===== src/rtl/core/sblc_pkg.sv =====
`timescale 1ns / 1ps
package sblc_pkg;

  localparam int unsigned BYTE_BITS  = 8;
  localparam int unsigned ROW_W      = 16;
  localparam int unsigned POS_W      = 13;
  localparam int unsigned BIT_IDX_W  = 3;
  localparam int unsigned BIT_CNT_W  = 4;
  localparam int unsigned FIFO_DEPTH = 4;
  localparam int unsigned FIFO_AW    = 2;
  localparam int unsigned FIFO_CW    = 3;
  localparam logic [POS_W-1:0] LAST_POS = 13'd8191;

  localparam logic [1:0] CFG_ROW_COUNT    = 2'd0;
  localparam logic [1:0] CFG_SELECT_LIMIT = 2'd1;
  localparam logic [1:0] CFG_EMIT_INDICES = 2'd2;

  localparam logic [1:0] KIND_BYTE    = 2'd0;
  localparam logic [1:0] KIND_INDEX   = 2'd1;
  localparam logic [1:0] KIND_SUMMARY = 2'd2;

  typedef struct packed {
    logic [ROW_W-1:0] row_count;
    logic [ROW_W-1:0] select_limit;
    logic             emit_indices;
  } cfg_t;

  typedef struct packed {
    logic [BYTE_BITS-1:0] kept_byte;
    logic [POS_W-1:0]     base;
    logic                 emit;
    logic                 last;
    logic [ROW_W-1:0]     total;
    logic                 all_sel;
  } entry_t;

  typedef enum logic [2:0] {
    PH_BYTE  = 3'b001,
    PH_INDEX = 3'b010,
    PH_SUM   = 3'b100
  } phase_t;

endpackage


===== src/rtl/core/sblc_front.sv =====
`timescale 1ns / 1ps
module sblc_front (
  input  logic                                  clk,
  input  logic                                  rst_n,
  input  sblc_pkg::cfg_t                        cfg,
  input  logic                                  in_push,
  input  logic [sblc_pkg::BYTE_BITS-1:0]        in_bitmap_byte,
  input  logic                                  in_last,
  input  logic                                  fifo_full,
  output logic                                  wr_en,
  output sblc_pkg::entry_t                      wr_entry
);

  logic [sblc_pkg::POS_W-1:0]     pos_r, pos_nxt;
  logic                           ovf_r, ovf_nxt;
  logic [sblc_pkg::ROW_W-1:0]     budget_r, budget_nxt;
  logic [sblc_pkg::ROW_W-1:0]     total_r, total_nxt;

  logic [sblc_pkg::ROW_W-1:0]     budget_cur;
  logic [sblc_pkg::POS_W-1:0]     rc_hi;
  logic [sblc_pkg::BYTE_BITS-1:0] valid_mask;
  logic [sblc_pkg::BYTE_BITS-1:0] masked;
  logic [sblc_pkg::BYTE_BITS-1:0] kept;
  logic [sblc_pkg::BIT_CNT_W-1:0] cnt;
  logic [sblc_pkg::ROW_W:0]       sum;
  logic [sblc_pkg::ROW_W-1:0]     total_new;

  assign wr_en      = in_push && !fifo_full;
  assign budget_cur = (pos_r == '0) ? cfg.select_limit : budget_r;
  assign rc_hi      = cfg.row_count[sblc_pkg::ROW_W-1:sblc_pkg::BIT_IDX_W];

  always_comb begin
    valid_mask = '0;
    if (!ovf_r) begin
      if (pos_r < rc_hi) begin
        valid_mask = '1;
      end else if (pos_r == rc_hi) begin
        for (int i = 0; i < sblc_pkg::BYTE_BITS; i++) begin
          valid_mask[i] = sblc_pkg::BIT_IDX_W'(i) < cfg.row_count[sblc_pkg::BIT_IDX_W-1:0];
        end
      end
    end
  end

  assign masked = in_bitmap_byte & valid_mask;

  // keep set bits lowest row first while budget remains
  always_comb begin
    kept = '0;
    cnt  = '0;
    for (int i = 0; i < sblc_pkg::BYTE_BITS; i++) begin
      if (masked[i] && (budget_cur > sblc_pkg::ROW_W'(cnt))) begin
        kept[i] = 1'b1;
        cnt     = cnt + 1'b1;
      end
    end
  end

  assign sum       = {1'b0, total_r} + (sblc_pkg::ROW_W + 1)'(cnt);
  assign total_new = sum[sblc_pkg::ROW_W] ? '1 : sum[sblc_pkg::ROW_W-1:0];

  always_comb begin
    wr_entry.kept_byte = kept;
    wr_entry.base      = pos_r;
    wr_entry.emit      = cfg.emit_indices;
    wr_entry.last      = in_last;
    wr_entry.total     = total_new;
    wr_entry.all_sel   = total_new == cfg.row_count;
  end

  always_comb begin
    pos_nxt    = pos_r;
    ovf_nxt    = ovf_r;
    budget_nxt = budget_r;
    total_nxt  = total_r;
    if (wr_en) begin
      budget_nxt = budget_cur - sblc_pkg::ROW_W'(cnt);
      if (in_last) begin
        pos_nxt   = '0;
        ovf_nxt   = 1'b0;
        total_nxt = '0;
      end else begin
        total_nxt = total_new;
        if (pos_r < sblc_pkg::LAST_POS) begin
          pos_nxt = pos_r + 1'b1;
        end else begin
          ovf_nxt = 1'b1;
        end
      end
    end
  end

  always_ff @(posedge clk) begin
    if (!rst_n) begin
      pos_r    <= '0;
      ovf_r    <= 1'b0;
      budget_r <= '1;
      total_r  <= '0;
    end else begin
      pos_r    <= pos_nxt;
      ovf_r    <= ovf_nxt;
      budget_r <= budget_nxt;
      total_r  <= total_nxt;
    end
  end

endmodule


===== src/rtl/core/sblc_fifo.sv =====
`timescale 1ns / 1ps
module sblc_fifo (
  input  logic             clk,
  input  logic             rst_n,
  input  logic             wr_en,
  input  sblc_pkg::entry_t wr_entry,
  input  logic             rd_en,
  output sblc_pkg::entry_t rd_entry,
  output logic             full,
  output logic             empty
);

  sblc_pkg::entry_t mem [sblc_pkg::FIFO_DEPTH];

  logic [sblc_pkg::FIFO_AW-1:0] wr_ptr_r, wr_ptr_nxt;
  logic [sblc_pkg::FIFO_AW-1:0] rd_ptr_r, rd_ptr_nxt;
  logic [sblc_pkg::FIFO_CW-1:0] count_r, count_nxt;
  logic                         do_wr, do_rd;

  assign full     = count_r == sblc_pkg::FIFO_CW'(sblc_pkg::FIFO_DEPTH);
  assign empty    = count_r == '0;
  assign do_wr    = wr_en && !full;
  assign do_rd    = rd_en && !empty;
  assign rd_entry = mem[rd_ptr_r];

  always_comb begin
    wr_ptr_nxt = do_wr ? wr_ptr_r + 1'b1 : wr_ptr_r;
    rd_ptr_nxt = do_rd ? rd_ptr_r + 1'b1 : rd_ptr_r;
    count_nxt  = count_r + sblc_pkg::FIFO_CW'(do_wr) - sblc_pkg::FIFO_CW'(do_rd);
  end

  always_ff @(posedge clk) begin
    if (do_wr) begin
      mem[wr_ptr_r] <= wr_entry;
    end
  end

  always_ff @(posedge clk) begin
    if (!rst_n) begin
      wr_ptr_r <= '0;
      rd_ptr_r <= '0;
      count_r  <= '0;
    end else begin
      wr_ptr_r <= wr_ptr_nxt;
      rd_ptr_r <= rd_ptr_nxt;
      count_r  <= count_nxt;
    end
  end

endmodule


===== src/rtl/core/sblc_back.sv =====
`timescale 1ns / 1ps
module sblc_back (
  input  logic                                  clk,
  input  logic                                  rst_n,
  input  sblc_pkg::entry_t                      head,
  input  logic                                  fifo_empty,
  output logic                                  fifo_pop,
  output logic                                  out_empty,
  input  logic                                  out_pop,
  output logic [1:0]                            out_kind,
  output logic [sblc_pkg::BYTE_BITS-1:0]        out_kept_byte,
  output logic [sblc_pkg::ROW_W-1:0]            out_row_index,
  output logic [sblc_pkg::ROW_W-1:0]            out_selected_count,
  output logic                                  out_any_selected,
  output logic                                  out_all_selected,
  output logic                                  out_end_of_run
);

  sblc_pkg::phase_t               phase_r, phase_nxt;
  logic [sblc_pkg::BYTE_BITS-1:0] rem_r, rem_nxt;
  logic                           valid_r, valid_nxt;
  logic [1:0]                     kind_r, kind_nxt;
  logic [sblc_pkg::BYTE_BITS-1:0] kbyte_r, kbyte_nxt;
  logic [sblc_pkg::ROW_W-1:0]     ridx_r, ridx_nxt;
  logic [sblc_pkg::ROW_W-1:0]     cnt_r, cnt_nxt;
  logic                           any_r, any_nxt;
  logic                           all_r, all_nxt;
  logic                           eor_r, eor_nxt;

  logic                           step;
  logic [sblc_pkg::BIT_IDX_W-1:0] low_idx;
  logic [sblc_pkg::BYTE_BITS-1:0] rem_clr;
  logic                           has_idx;

  assign step    = !fifo_empty && (!valid_r || out_pop);
  assign has_idx = head.emit && (head.kept_byte != '0);
  assign rem_clr = rem_r & (rem_r - 1'b1);

  always_comb begin
    low_idx = '0;
    for (int i = sblc_pkg::BYTE_BITS - 1; i >= 0; i--) begin
      if (rem_r[i]) begin
        low_idx = sblc_pkg::BIT_IDX_W'(i);
      end
    end
  end

  always_comb begin
    phase_nxt = phase_r;
    rem_nxt   = rem_r;
    valid_nxt = valid_r && !out_pop;
    kind_nxt  = kind_r;
    kbyte_nxt = kbyte_r;
    ridx_nxt  = ridx_r;
    cnt_nxt   = cnt_r;
    any_nxt   = any_r;
    all_nxt   = all_r;
    eor_nxt   = eor_r;
    fifo_pop  = 1'b0;
    if (step) begin
      valid_nxt = 1'b1;
      kbyte_nxt = '0;
      ridx_nxt  = '0;
      cnt_nxt   = '0;
      any_nxt   = 1'b0;
      all_nxt   = 1'b0;
      unique case (phase_r)
        sblc_pkg::PH_BYTE: begin
          kind_nxt  = sblc_pkg::KIND_BYTE;
          kbyte_nxt = head.kept_byte;
          eor_nxt   = !has_idx && !head.last;
          rem_nxt   = head.kept_byte;
          if (has_idx) begin
            phase_nxt = sblc_pkg::PH_INDEX;
          end else if (head.last) begin
            phase_nxt = sblc_pkg::PH_SUM;
          end else begin
            fifo_pop = 1'b1;
          end
        end
        sblc_pkg::PH_INDEX: begin
          kind_nxt = sblc_pkg::KIND_INDEX;
          ridx_nxt = {head.base, low_idx};
          rem_nxt  = rem_clr;
          eor_nxt  = (rem_clr == '0) && !head.last;
          if (rem_clr == '0) begin
            if (head.last) begin
              phase_nxt = sblc_pkg::PH_SUM;
            end else begin
              phase_nxt = sblc_pkg::PH_BYTE;
              fifo_pop  = 1'b1;
            end
          end
        end
        sblc_pkg::PH_SUM: begin
          kind_nxt  = sblc_pkg::KIND_SUMMARY;
          cnt_nxt   = head.total;
          any_nxt   = head.total != '0;
          all_nxt   = head.all_sel;
          eor_nxt   = 1'b1;
          phase_nxt = sblc_pkg::PH_BYTE;
          fifo_pop  = 1'b1;
        end
        default: begin
          phase_nxt = sblc_pkg::PH_BYTE;
          valid_nxt = 1'b0;
        end
      endcase
    end
  end

  always_ff @(posedge clk) begin
    if (!rst_n) begin
      phase_r <= sblc_pkg::PH_BYTE;
      valid_r <= 1'b0;
    end else begin
      phase_r <= phase_nxt;
      valid_r <= valid_nxt;
    end
  end

  always_ff @(posedge clk) begin
    rem_r   <= rem_nxt;
    kind_r  <= kind_nxt;
    kbyte_r <= kbyte_nxt;
    ridx_r  <= ridx_nxt;
    cnt_r   <= cnt_nxt;
    any_r   <= any_nxt;
    all_r   <= all_nxt;
    eor_r   <= eor_nxt;
  end

  assign out_empty          = !valid_r;
  assign out_kind           = kind_r;
  assign out_kept_byte      = kbyte_r;
  assign out_row_index      = ridx_r;
  assign out_selected_count = cnt_r;
  assign out_any_selected   = any_r;
  assign out_all_selected   = all_r;
  assign out_end_of_run     = eor_r;

endmodule


===== src/rtl/core/selection_bitmap_limit_compact.sv =====
`timescale 1ns / 1ps
// channel | handshake          | payload
// in      | in_push / in_full  | in_bitmap_byte, in_last
// out     | out_pop / out_empty| out_kind, out_kept_byte, out_row_index, out_selected_count,
//         |                    | out_any_selected, out_all_selected, out_end_of_run
// cfg     | cfg_valid/cfg_ready| cfg_index, cfg_data
//
// A byte yields one byte word on the result side, then one index word per kept row when
// indices are on, plus a summary word after a last byte; the output register holds one
// result, and the back end steps only while that register is empty or being popped.
// The front takes one byte per cycle while the 4-entry queue has room.
// Reset is synchronous, active low; cfg_ready is always high.
module selection_bitmap_limit_compact (
  input  logic                                  clk,
  input  logic                                  rst_n,
  input  logic                                  in_push,
  output logic                                  in_full,
  input  logic [sblc_pkg::BYTE_BITS-1:0]        in_bitmap_byte,
  input  logic                                  in_last,
  output logic                                  out_empty,
  input  logic                                  out_pop,
  output logic [1:0]                            out_kind,
  output logic [sblc_pkg::BYTE_BITS-1:0]        out_kept_byte,
  output logic [sblc_pkg::ROW_W-1:0]            out_row_index,
  output logic [sblc_pkg::ROW_W-1:0]            out_selected_count,
  output logic                                  out_any_selected,
  output logic                                  out_all_selected,
  output logic                                  out_end_of_run,
  input  logic                                  cfg_valid,
  output logic                                  cfg_ready,
  input  logic [1:0]                            cfg_index,
  input  logic [sblc_pkg::ROW_W-1:0]            cfg_data
);

  sblc_pkg::cfg_t   cfg_r, cfg_nxt;
  sblc_pkg::entry_t wr_entry;
  sblc_pkg::entry_t head;
  logic             wr_en;
  logic             fifo_full;
  logic             fifo_empty;
  logic             fifo_pop;

  assign cfg_ready = 1'b1;
  assign in_full   = fifo_full;

  always_comb begin
    cfg_nxt = cfg_r;
    if (cfg_valid) begin
      unique case (cfg_index)
        sblc_pkg::CFG_ROW_COUNT:    cfg_nxt.row_count    = cfg_data;
        sblc_pkg::CFG_SELECT_LIMIT: cfg_nxt.select_limit = cfg_data;
        sblc_pkg::CFG_EMIT_INDICES: cfg_nxt.emit_indices = cfg_data[0];
        default: cfg_nxt = cfg_r;
      endcase
    end
  end

  always_ff @(posedge clk) begin
    if (!rst_n) begin
      cfg_r.row_count    <= '0;
      cfg_r.select_limit <= '1;
      cfg_r.emit_indices <= 1'b1;
    end else begin
      cfg_r <= cfg_nxt;
    end
  end

  sblc_front u_front (
    .clk            (clk),
    .rst_n          (rst_n),
    .cfg            (cfg_r),
    .in_push        (in_push),
    .in_bitmap_byte (in_bitmap_byte),
    .in_last        (in_last),
    .fifo_full      (fifo_full),
    .wr_en          (wr_en),
    .wr_entry       (wr_entry)
  );

  sblc_fifo u_fifo (
    .clk      (clk),
    .rst_n    (rst_n),
    .wr_en    (wr_en),
    .wr_entry (wr_entry),
    .rd_en    (fifo_pop),
    .rd_entry (head),
    .full     (fifo_full),
    .empty    (fifo_empty)
  );

  sblc_back u_back (
    .clk                (clk),
    .rst_n              (rst_n),
    .head               (head),
    .fifo_empty         (fifo_empty),
    .fifo_pop           (fifo_pop),
    .out_empty          (out_empty),
    .out_pop            (out_pop),
    .out_kind           (out_kind),
    .out_kept_byte      (out_kept_byte),
    .out_row_index      (out_row_index),
    .out_selected_count (out_selected_count),
    .out_any_selected   (out_any_selected),
    .out_all_selected   (out_all_selected),
    .out_end_of_run     (out_end_of_run)
  );

endmodule


===== config.mk =====
export PLATFORM = sky130hd
export DESIGN_NAME = selection_bitmap_limit_compact
export DESIGN_NICKNAME = d
export VERILOG_FILES = /design/src/rtl/core/sblc_pkg.sv /design/src/rtl/core/sblc_front.sv /design/src/rtl/core/sblc_fifo.sv /design/src/rtl/core/sblc_back.sv /design/src/rtl/core/selection_bitmap_limit_compact.sv
export SDC_FILE = /design/constraint.sdc
export NUM_CORES = 1
export LEC_CHECK = 0
export ABC_AREA = 1
export BUFFER_PORTS_ARGS = -buffer_cell sky130_fd_sc_hd__buf_2
export CAP_MARGIN = 20
export CORE_MARGIN = 2
export CORE_UTILIZATION = 50
export DETAILED_ROUTE_END_ITERATION = 10
export PLACE_DENSITY = 0.64
export SYNTH_ARGS = -nofsm -noshare
export SYNTH_HDL_FRONTEND = slang
export SYNTH_SLANG_ARGS = --single-unit

===== constraint.sdc =====
create_clock -name clk -period 13.77 [get_ports clk]
set_input_delay 0.6885 -clock clk [delete_from_list [all_inputs] [get_ports clk]]
set_output_delay 0.6885 -clock clk [all_outputs]
set_load 0.01 [all_outputs]

* Word level (Yosys, flattened, before mapping)
Memories as Yosys holds them, arrays and structs flattened. A register that Yosys moved wholly into a read port is not among the register bits. Cells that the tools add are included.
Word-level totals: bits in registers 143, latch bits 0, memory bits (writable) 160, bits in read-only memories 0, input bits 32, output and inout bits 48, memories 1
Operators by class: add/subtract/negate cells 15, $mul 0, divide/modulo/power cells 0, order comparisons 18, equality and inequality tests 11, shifts and indexed selects 0, muxes and demuxes 52, bitwise logic cells 3, reductions and logical operators 44
Memories:
- u_fifo.mem | words 4, bits a word 40, read ports 1, clocked after memory_dff 1, wr ports 1, RTL line sblc_fifo.sv:13 | sblc_pkg::entry_t mem [sblc_pkg::FIFO_DEPTH];
Operator list (number):
- $gt A16 B4 Y1 | 6
- $mux W16 | 3
- $mux W4 | 7
- $mux W13 | 2
- $add A4 B1 Y4 const B | 6
- $mux W3 | 8
- $mux W8 | 3
- $mux W1 | 20
- $add A16 B4 Y17 | 1
- $and A8 B8 Y8 | 2
- $eq A16 B16 Y1 | 1
- $gt A16 B1 Y1 | 1
- $gt A16 B1 Y1 const B | 1
- $logic_and A1 B1 Y1 | 16
- $pmux W8 S2 | 1
- $reduce_bool A16 Y1 | 1
- $sub A16 B4 Y16 | 1
- $reduce_and A2 Y1 | 7
- $add A13 B1 Y13 const B | 1
- $eq A13 B13 Y1 | 1
- $logic_not A13 Y1 | 1
- $lt A13 B13 Y1 | 1
- $lt A13 B13 Y1 const B | 1
- $lt A3 B3 Y1 const A | 4
- other kinds (32) | 47

* Longest topological paths before layout
Gate-level depths: netlist of the first run.
depth in word-level cells 31, mapped depth 101, depth with buffers taken out 101

* Hierarchy
From an unflattened synthesis of the first run, not the netlist that was laid out.
Second synthesis, totals: cell total of the unflattened synthesis 1657, area, all modules 15382.3 um2
By module, submodules not included:
- sblc_fifo | instances 1, cells each 455, area an instance 6531.3 um2, sequential area each 4984.8 um2
- sblc_front | instances 1, cells each 776, area an instance 4936.0 um2, sequential area each 920.9 um2
- sblc_back | instances 1, cells each 238, area an instance 2486.1 um2, sequential area each 1671.6 um2
- selection_bitmap_limit_compact | instances 1, cells each 188, area an instance 1428.9 um2, sequential area each 660.6 um2

* Least setup slack after synthesis of the first run
No wires, ideal clock.
kind reg2reg, start register u_front.pos_r[0] in the netlist's numbering, end memory u_fifo.mem[0][0] in the netlist's numbering, data pin, arrival 12567 ps, data required time 13603 ps, slack 1036 ps, cell stages (with the launch flop) 96, buffers on the path 0, clock period less this slack 12734 ps, path through dfxtp_1 -> inv_1 -> ha_1 -> nand3_1 -> inv_1 -> nand3_1 -> nand2_2 -> nor2_1 -> nand2_1 -> nor2_4 -> and2_4 -> nand2_1 -> inv_1 -> a2111oi_0 -> ha_1 -> nor2_1 -> nor2_1 -> nor2_1 -> [60 not listed] -> inv_1 -> nand3_2 -> nand2_1 -> inv_1 -> ha_1 -> inv_1 -> fa_1 -> nor2_1 -> a211oi_1 -> nor3b_2 -> nand4_1 -> inv_1 -> or2_2 -> xor2_1 -> nand2_1 -> nor4_1 -> nand3b_1 -> nor2_1
RTL lines:
- start, declared | RTL line sblc_front.sv:14 | logic [sblc_pkg::POS_W-1:0] pos_r, pos_nxt;
- start signal, assigned | RTL line sblc_front.sv:100 | pos_r <= pos_nxt;
- end, declared | RTL line sblc_fifo.sv:13

==> results of run 1 <==
[stage by stage]
stage	worst slack (ns)	setup TNS, ns
final	0.929	0
after global routing	-0.248	-1.15
after CTS	0.0193	0
after detailed placement	-0.253	-1.01
after global placement	0.263	0
after floorplan	1.04	0
[cell usage after synthesis, drive strengths merged (6+ instances only)]
master  instances  area, µm²
nand2         329       1320
edfxtp        213       6400
xor2           18        158
clkbuf         47        176
nor3           23        115
dfxtp          92       1840
nand3          79        425
nor2          181        732
or2            11       71.3
nand4          19        119
a21oi         129        646
inv           166        623
ha             57        713
a211oi          6       45.0
o21ai         104        532
o211ai          7       52.6
a32o           24        240
[routing by layer]
metal | routed length [µm] | GRT usage, % | vias to the layer above
li1 | - | - | 5523
met1 | 16500 | 32.6 | 5244
met2 | 15700 | 35.6 | 322
met3 | 1980 | 3.39 | 64
met4 | 766 | 6.65 | 0
met5 | 0 | 0 | -
[flip-flops by register name, summed over array words and instances, names as in the netlist, named ones only]
| register | flops |
|---|---|
| u_fifo.mem | 160 |
| cfg_r | 33 |
| u_back.out_row_index | 16 |
| u_back.out_selected_count | 16 |
| u_front.budget_r | 16 |
| u_front.total_r | 16 |
| u_front.pos_r | 13 |
| u_back.out_kept_byte | 8 |
| u_back.rem_r | 8 |
| u_back.phase_r | 3 |
| u_fifo.count_r | 3 |
| u_back.out_kind | 2 |
| u_fifo.rd_ptr_r | 2 |
| u_fifo.wr_ptr_r | 2 |
| u_back.out_all_selected | 1 |
| u_back.out_any_selected | 1 |
| u_back.out_end_of_run | 1 |
| u_back.valid_r | 1 |
| u_front.ovf_r | 1 |
[worst min-delay path, cell delays in order]
cell and delay (ns):
buf_2 0.09, nand2_1 0.04, nand3_1 0.07
[repair_timing]
item                                    4_1_cts  5_1_grt
setup buffers                                 2       42
cloned                                        0        1
gates resized for setup                       5       90
hold buffers                                  0        0
endpoints found under the setup margin        4       95
pin swaps                                     1       36
[worst min-delay path by stage]
stage | start | to | depth (start not counted)
finish | cfg_data[8] | cfg_r[9] | 3
global route | cfg_data[10] | cfg_r[11] | 3
CTS | cfg_data[10] | cfg_r[11] | 3
detailed placement | cfg_r[8] | cfg_r[8] | 2
global placement | cfg_r[7] | cfg_r[7] | 2
floorplan | cfg_r[2] | cfg_r[2] | 2
[layout make-up]
class	count	area [µm²]	share of cell area, %
sequential	305	8260	48.1
multi-input combinational	1021	5810	33.9
clock buffer	46	967	5.63
timing repair buffer	141	867	5.05
inverter	169	642	3.74
tap	384	480	2.80
clock inverter	15	131	0.765
antenna	1	2.50	0.0146
[report_power, final]
| part | internal, mW | switching, mW | total [mW] | leakage [nW] |
|---|---|---|---|---|
| sequential | 1.20 | 0.0547 | 1.26 | 2.79 |
| clock | 0.531 | 0.358 | 0.889 | 0.543 |
| combinational | 0.313 | 0.572 | 0.885 | 3.65 |
| total | 2.05 | 0.985 | 3.03 | 6.98 |
[cells by family after synthesis]
family | after synthesis | synth area share [%]
AND/OR/NAND/NOR | 653 | 19.7
flip-flops | 305 | 56.7
AO/OA/AOI/OAI | 282 | 11.1
buffers and inverters | 221 | 5.74
adder cells (fa/ha/maj) | 60 | 5.32
XOR/XNOR | 21 | 1.27
multiplexers | 2 | 0.146
other | 1 | 0.0258
==> out/metrics.cfg, run 1 <==
[run_status]
status=finished clean

[pwr]
total_leakage_power_nw=6.98
pwr_density_cell_nw_per_um2=177
max_rail_drop_vdd_uv=99.7
power.total_mw=3.03

[clock_tree]
cts.path.max_buffers=3
tritoncts=done
clock-sinks=305
htreeDepth=2
worst_skew_pair.late_latency_ns=0.52
tritoncts.num_buffers=34
path_clk_slew_ns=0.06
clock-root-buffer=clkbuf_16

[finish]
layout.cells.most_common_list=nand2_1, edfxtp_1, inv_1, nor2_1, a21oi_1
drive_gt1_share_pct=20.2
leading_cell_type_in_the_layout_fill_and_taps_excluded=nand2_1
post-route-util_pct=60.0
final_cells=2082
syn2layout_area_growth_pct=18.1
fillCellCount=2448
nNetsFinal=1764
layout.cell_area.non_filler_um2=17200

[floorplan]
start_util_pct=50.8
die_h_um=174
die_width_um=174
placement_rows=62
ios=80
core_region_area_um2=28600
die_area_um2=30400

[worst_setup_path]
worstPathRequired_ns=14.13
reg2reg_slack_ns=0.93
timing.rr.start=u_front.pos_r[1]
critical_path.slowest_cell=fa_2
worst-endpoint-arrival_ns=13.20
critPathBufInv=16
reg2regPathDepth=95
critPathCaptureType=flop
critPathMaxFanout=7
critical_path_sink=u_fifo.mem[3][0]
critical-path-top-delay-family=simple AND/OR/NAND/NOR gates
timing.setup.critical_path_class=reg2reg
cp-startpoint=u_front.pos_r[1]
r2r-end=u_fifo.mem[3][0]
critical_path_cell_count=95
cp_slowest_stage_delay_ns=0.42
startpoint_kind_of_the_worst_setup_timing_path=flop

[drt]
number_of_vias_in_the_routed_layout=11200
postRouteWirelength_mm=35.0
wl_per_cell_um=16.8
detail_route.first_pass.iterations=6
route.detailed.drc=0
ant_nets=0
drt-initial-drc-count=876
vias_per_cell=5.36

[sta]
setup-violations-final=0
final_period_minus_worst_setup_slack_ns=12.84
fmax_ghz=0.0779
fin_worst_skew_ns=0.0124
tightestPinTransition_ns=1.05
worst_slew_margin_rel_pct=29.0
hold_viol_final=0
min_period_over_period_pct=93.3
hold_slack_ns=0.404
drv_slew=0

[synthesis]
sequential_to_total_area_share_from_yosys_stat_pct=56.7
syn-instance-count=1545
synth_enable_flop_cells=213
synth.lib_cells_used.distinct=52
synthesis.area_um2=14500
synth_seq_cells=305
postSynthAreaPerCell_um2=9.41
synth_warnings=0
share_of_synthesized_flip_flops_with_an_asynchronous_set_or_reset_pct=0
ys.flop_type=edfxtp_1

[grt]
grt_max_degree=81
grt_pass1_vias=10300
grt_util_all_layers_pct=22.6
grt-ovfl-total=0
wire_length_of_the_first_global_routing_pass_mm=54.6
grt_antenna_before_repair=0

[placed_design]
dp.cells=1975
placer_congestion_estimate=0.947
detailed_placement_wirelength_estimate_mm=23.0
numPortBuffers=78
postPlaceCellArea_um2=15400

[job]
max_cap_violations=0

[min_path]
min_path_type=in2reg

Power figures use the tool's default switching activity.
==> run 2: changes to the inputs <==
--- a/config.mk
+++ b/config.mk
@@ -5,12 +5,12 @@
 export SDC_FILE = /design/constraint.sdc
 export NUM_CORES = 1
 export LEC_CHECK = 0
-export ABC_AREA = 1
 export BUFFER_PORTS_ARGS = -buffer_cell sky130_fd_sc_hd__buf_2
 export CAP_MARGIN = 20
 export CORE_MARGIN = 2
 export CORE_UTILIZATION = 50
 export DETAILED_ROUTE_END_ITERATION = 10
+export GPL_ROUTABILITY_DRIVEN = 0
 export PLACE_DENSITY = 0.64
 export SYNTH_ARGS = -nofsm -noshare
 export SYNTH_HDL_FRONTEND = slang
==> constraint.sdc (replaced) <==
create_clock -name clk -period 14.95 [get_ports clk]
set_input_delay 0.7475 -clock clk [delete_from_list [all_inputs] [get_ports clk]]
set_output_delay 0.7475 -clock clk [all_outputs]
set_load 0.01 [all_outputs]
==> run 2 against run 1 <==
  * Global-route usage decreased by 2.1 points
  * Clock skew decreased by 0.0010 ns
  * Power decreased by 7.4%
  * Clock power decreased by 10%
  * Cell area increased by 0.66%
  * Hold slack improved by 0.0073 ns
  * Via count decreased by 14%
  * Sequential cell count unchanged
  * Synthesized cell count decreased by 22%
  * Sequential power decreased by 8%
  * Sequential share of layout area decreased by 0.40 points
  * Die area decreased by 0.10%
==> out/metrics.cfg, run 2 <==
[drt]
drt-initial-drc-count=754  ; was 876
vias_per_cell=5.48  ; was 5.36
postRouteWirelength_mm=31.3  ; was 35.0 mm
ant_nets=0  ; unchanged
number_of_vias_in_the_routed_layout=9586  ; was 11200
wl_per_cell_um=17.9  ; was 16.8 µm
route.detailed.drc=0  ; unchanged
detail_route.first_pass.iterations=4  ; was 6

[clock_tree]
clock-sinks=305  ; unchanged
tritoncts=done  ; unchanged
worst_skew_pair.late_latency_ns=0.56  ; was 0.52 ns
htreeDepth=1  ; was 2
clock-root-buffer=clkbuf_16  ; unchanged
cts.path.max_buffers=3  ; unchanged
path_clk_slew_ns=0.06  ; about the same
tritoncts.num_buffers=31  ; was 34

[min_path]
hold_path_stages=3  ; unchanged
min_path_type=in2reg  ; unchanged

[placed_design]
detailed_placement_wirelength_estimate_mm=21.2  ; was 23.0 mm
numPortBuffers=78  ; unchanged

[sta]
final_period_minus_worst_setup_slack_ns=14.25  ; was 12.84 ns
drv_slew=0  ; unchanged
min_period_over_period_pct=95.3  ; was 93.3%
fin_worst_skew_ns=0.0114  ; was 0.0124 ns
worst_slew_margin_rel_pct=42.7  ; was 29.0%
hold_viol_final=0  ; unchanged
tightestPinTransition_ns=0.856  ; was 1.05 ns
hold_slack_ns=0.411  ; was 0.404 ns
fmax_ghz=0.0702  ; was 0.0779 GHz
setup-violations-final=0  ; unchanged

[pwr]
total_leakage_power_nw=6.42  ; was 6.98 nW
pwr_density_cell_nw_per_um2=162  ; was 177 nW/µm²
max_rail_drop_vdd_uv=98.0  ; was 99.7 µV

[finish]
antenna_cells=0  ; was 1
reg_top3=u_fifo.mem (160), cfg_r (33)  ; unchanged
leading_cell_type_in_the_layout_fill_and_taps_excluded=edfxtp_1  ; was nand2_1
number_of_flip_flops_under_the_largest_register_name=160  ; unchanged
syn2layout_area_growth_pct=19.0  ; was 18.1%
top_reg_by_flops=u_fifo.mem  ; unchanged
drive_gt1_share_pct=24.8  ; was 20.2%
layout.cells.most_common_list=edfxtp_1, nand2_1, dfxtp_1, buf_2, nor2_1  ; was nand2_1, edfxtp_1, inv_1, nor2_1, a21oi_1
nNetsFinal=1432  ; was 1764
post-route-util_pct=60.4  ; was 60.0%

[grt]
grt_pass1_vias=9221  ; was 10300
grt_antenna_before_repair=0  ; unchanged
grt_util_all_layers_pct=20.5  ; was 22.6%
wire_length_of_the_first_global_routing_pass_mm=49.8  ; was 54.6 mm
grt-ovfl-total=0  ; unchanged
grt_max_degree=81  ; unchanged

[floorplan]
start_util_pct=50.7  ; was 50.8%
die_h_um=174  ; about the same
placement_rows=62  ; unchanged
die_width_um=174  ; about the same
core_region_area_um2=28600  ; unchanged
die_area_um2=30400  ; about the same
ios=80  ; unchanged

[synthesis]
synthesis.area_um2=14500  ; about the same
synth.lib_cells_used.distinct=78  ; was 52
synth_seq_cells=305  ; unchanged
sequential_to_total_area_share_from_yosys_stat_pct=56.7  ; about the same
syn-instance-count=1205  ; was 1545
postSynthAreaPerCell_um2=12.0  ; was 9.41 µm²
ys_top_cells_by_area=edfxtp_1, dfxtp_1, mux4_2  ; was edfxtp_1, dfxtp_1, nand2_1
synth_enable_flop_cells=213  ; unchanged
area_share_of_the_largest_cell_type_after_synthesis_pct=44.1  ; was 44.0%
synth.most_common_cell=edfxtp_1  ; was nand2_1
synth_top_area_cell=edfxtp_1  ; unchanged
ys_top_cells_by_count=edfxtp_1, nand2_1, dfxtp_1  ; was nand2_1, edfxtp_1, nor2_1
share_of_synthesized_flip_flops_with_an_asynchronous_set_or_reset_pct=0  ; unchanged
synth_warnings=0  ; unchanged
ys.flop_type=edfxtp_1  ; unchanged

[worst_setup_path]
worst-endpoint-arrival_ns=14.75  ; was 13.20 ns
critical_path_cell_count=81  ; was 95
reg2regPathDepth=81  ; was 95
cp_common_cell=ha_1
critPathMaxFanout=5  ; was 7
critPathCaptureType=flop  ; unchanged
cp_slowest_stage_delay_ns=0.56  ; was 0.42 ns
timing.setup.critical_path_class=reg2reg  ; unchanged
critical-path-top-delay-family=simple AND/OR/NAND/NOR gates  ; unchanged
worstPathRequired_ns=15.45  ; was 14.13 ns
startpoint_kind_of_the_worst_setup_timing_path=flop  ; unchanged
critPathBufInv=14  ; was 16
critical_path.slowest_cell=or4_4  ; was fa_2

[run_status]
status=finished clean  ; unchanged

[job]
max_cap_violations=0  ; unchanged

[run 2: cell families (layout without fill, tap and decap cells)]
logic type | count (synthesis) | count (layout) | share of synthesized area, %
xor gates and xnor gates | 60 | 60 | 3.77
and+or+nand+nor | 433 | 433 | 15.1
adders and majority gates | 61 | 61 | 5.40
buffers and inverters | 110 | 269 | 2.87
DFF | 305 | 305 | 56.7
AOI/OAI and AO/OA | 172 | 172 | 8.22
other | 1 | 2 | 0.0258
muxes | 63 | 63 | 7.90
[run 2: what timing repair did]
item	CTS	global route
pin swaps	4	28
setup buffers	5	24
setup endpoints to repair	6	94
gates resized for setup	11	68
hold buffers	0	0
[run 2: worst register-to-register path, delay by kind of cell, from the launching register on]
family / cells / cell delay [ns]
compound gates: 25 / 3.51
fa+ha+maj: 10 / 2.60
flops: 1 / 0.32
xor+xnor: 4 / 0.70
simple gates: 26 / 4.80
mux: 2 / 0.56
buf+inv: 14 / 1.68
[run 2: per-stage QoR]
step | total power, mW | worst slack [ns] | setup TNS (ns) | instances | cell area (µm²)
finish | 2.81 | 0.698 | 0 | 1749 | 17300
global route | 2.97 | -0.138 | -0.677 | 1749 | 17300
CTS | 2.74 | 0.00475 | 0 | 1724 | 16700
detailed placement | 1.91 | -0.557 | -2.74 | 1661 | 15600
global placement | 1.90 | -0.0607 | -0.243 | 1660 | 15600
floorplan | 1.68 | 0.169 | 0 | 1206 | 14500
[run 2: cell type report]
class,instances,area [µm²]
Timing Repair Buffer,152,986
Clock buffer,47,927
Tap cell,384,480
Multi-Input combinational cell,791,6260
Clock inverter,11,154
Inverter,59,221
Fill cell,2286,11300
Sequential cell,305,8250
[run 2: routing by layer]
metal / global-route usage [%] / vias to the layer above / routed length, µm / share of wire [%]
met1: 29.6 / 4642 / 14500 / 46
met2: 33.3 / 235 / 14800 / 47
met3: 2.71 / 34 / 1460 / 4.7
li1: - / 4675 / - / -
met4: 4.62 / 0 / 529 / 1.7
met5: 0 / - / 0 / 0
[run 2: path summary, 6_finish.rpt]
check | from | slack, ns | end
max | cfg_r[30] | 0.70 | u_front.budget_r[15]
min | cfg_data[3] | 0.41 | cfg_r[4]
max reg2reg | cfg_r[30] | 0.70 | u_front.budget_r[15]
min reg2reg | cfg_r[30] | 0.46 | cfg_r[30]
[run 2: power by group]
| group | leakage (nW) | switching, mW | internal (mW) | total (mW) |
|---|---|---|---|---|
| combinational | 3.11 | 0.489 | 0.356 | 0.845 |
| sequential | 2.78 | 0.0583 | 1.10 | 1.16 |
| clock | 0.530 | 0.319 | 0.480 | 0.799 |
| total | 6.42 | 0.866 | 1.94 | 2.81 |
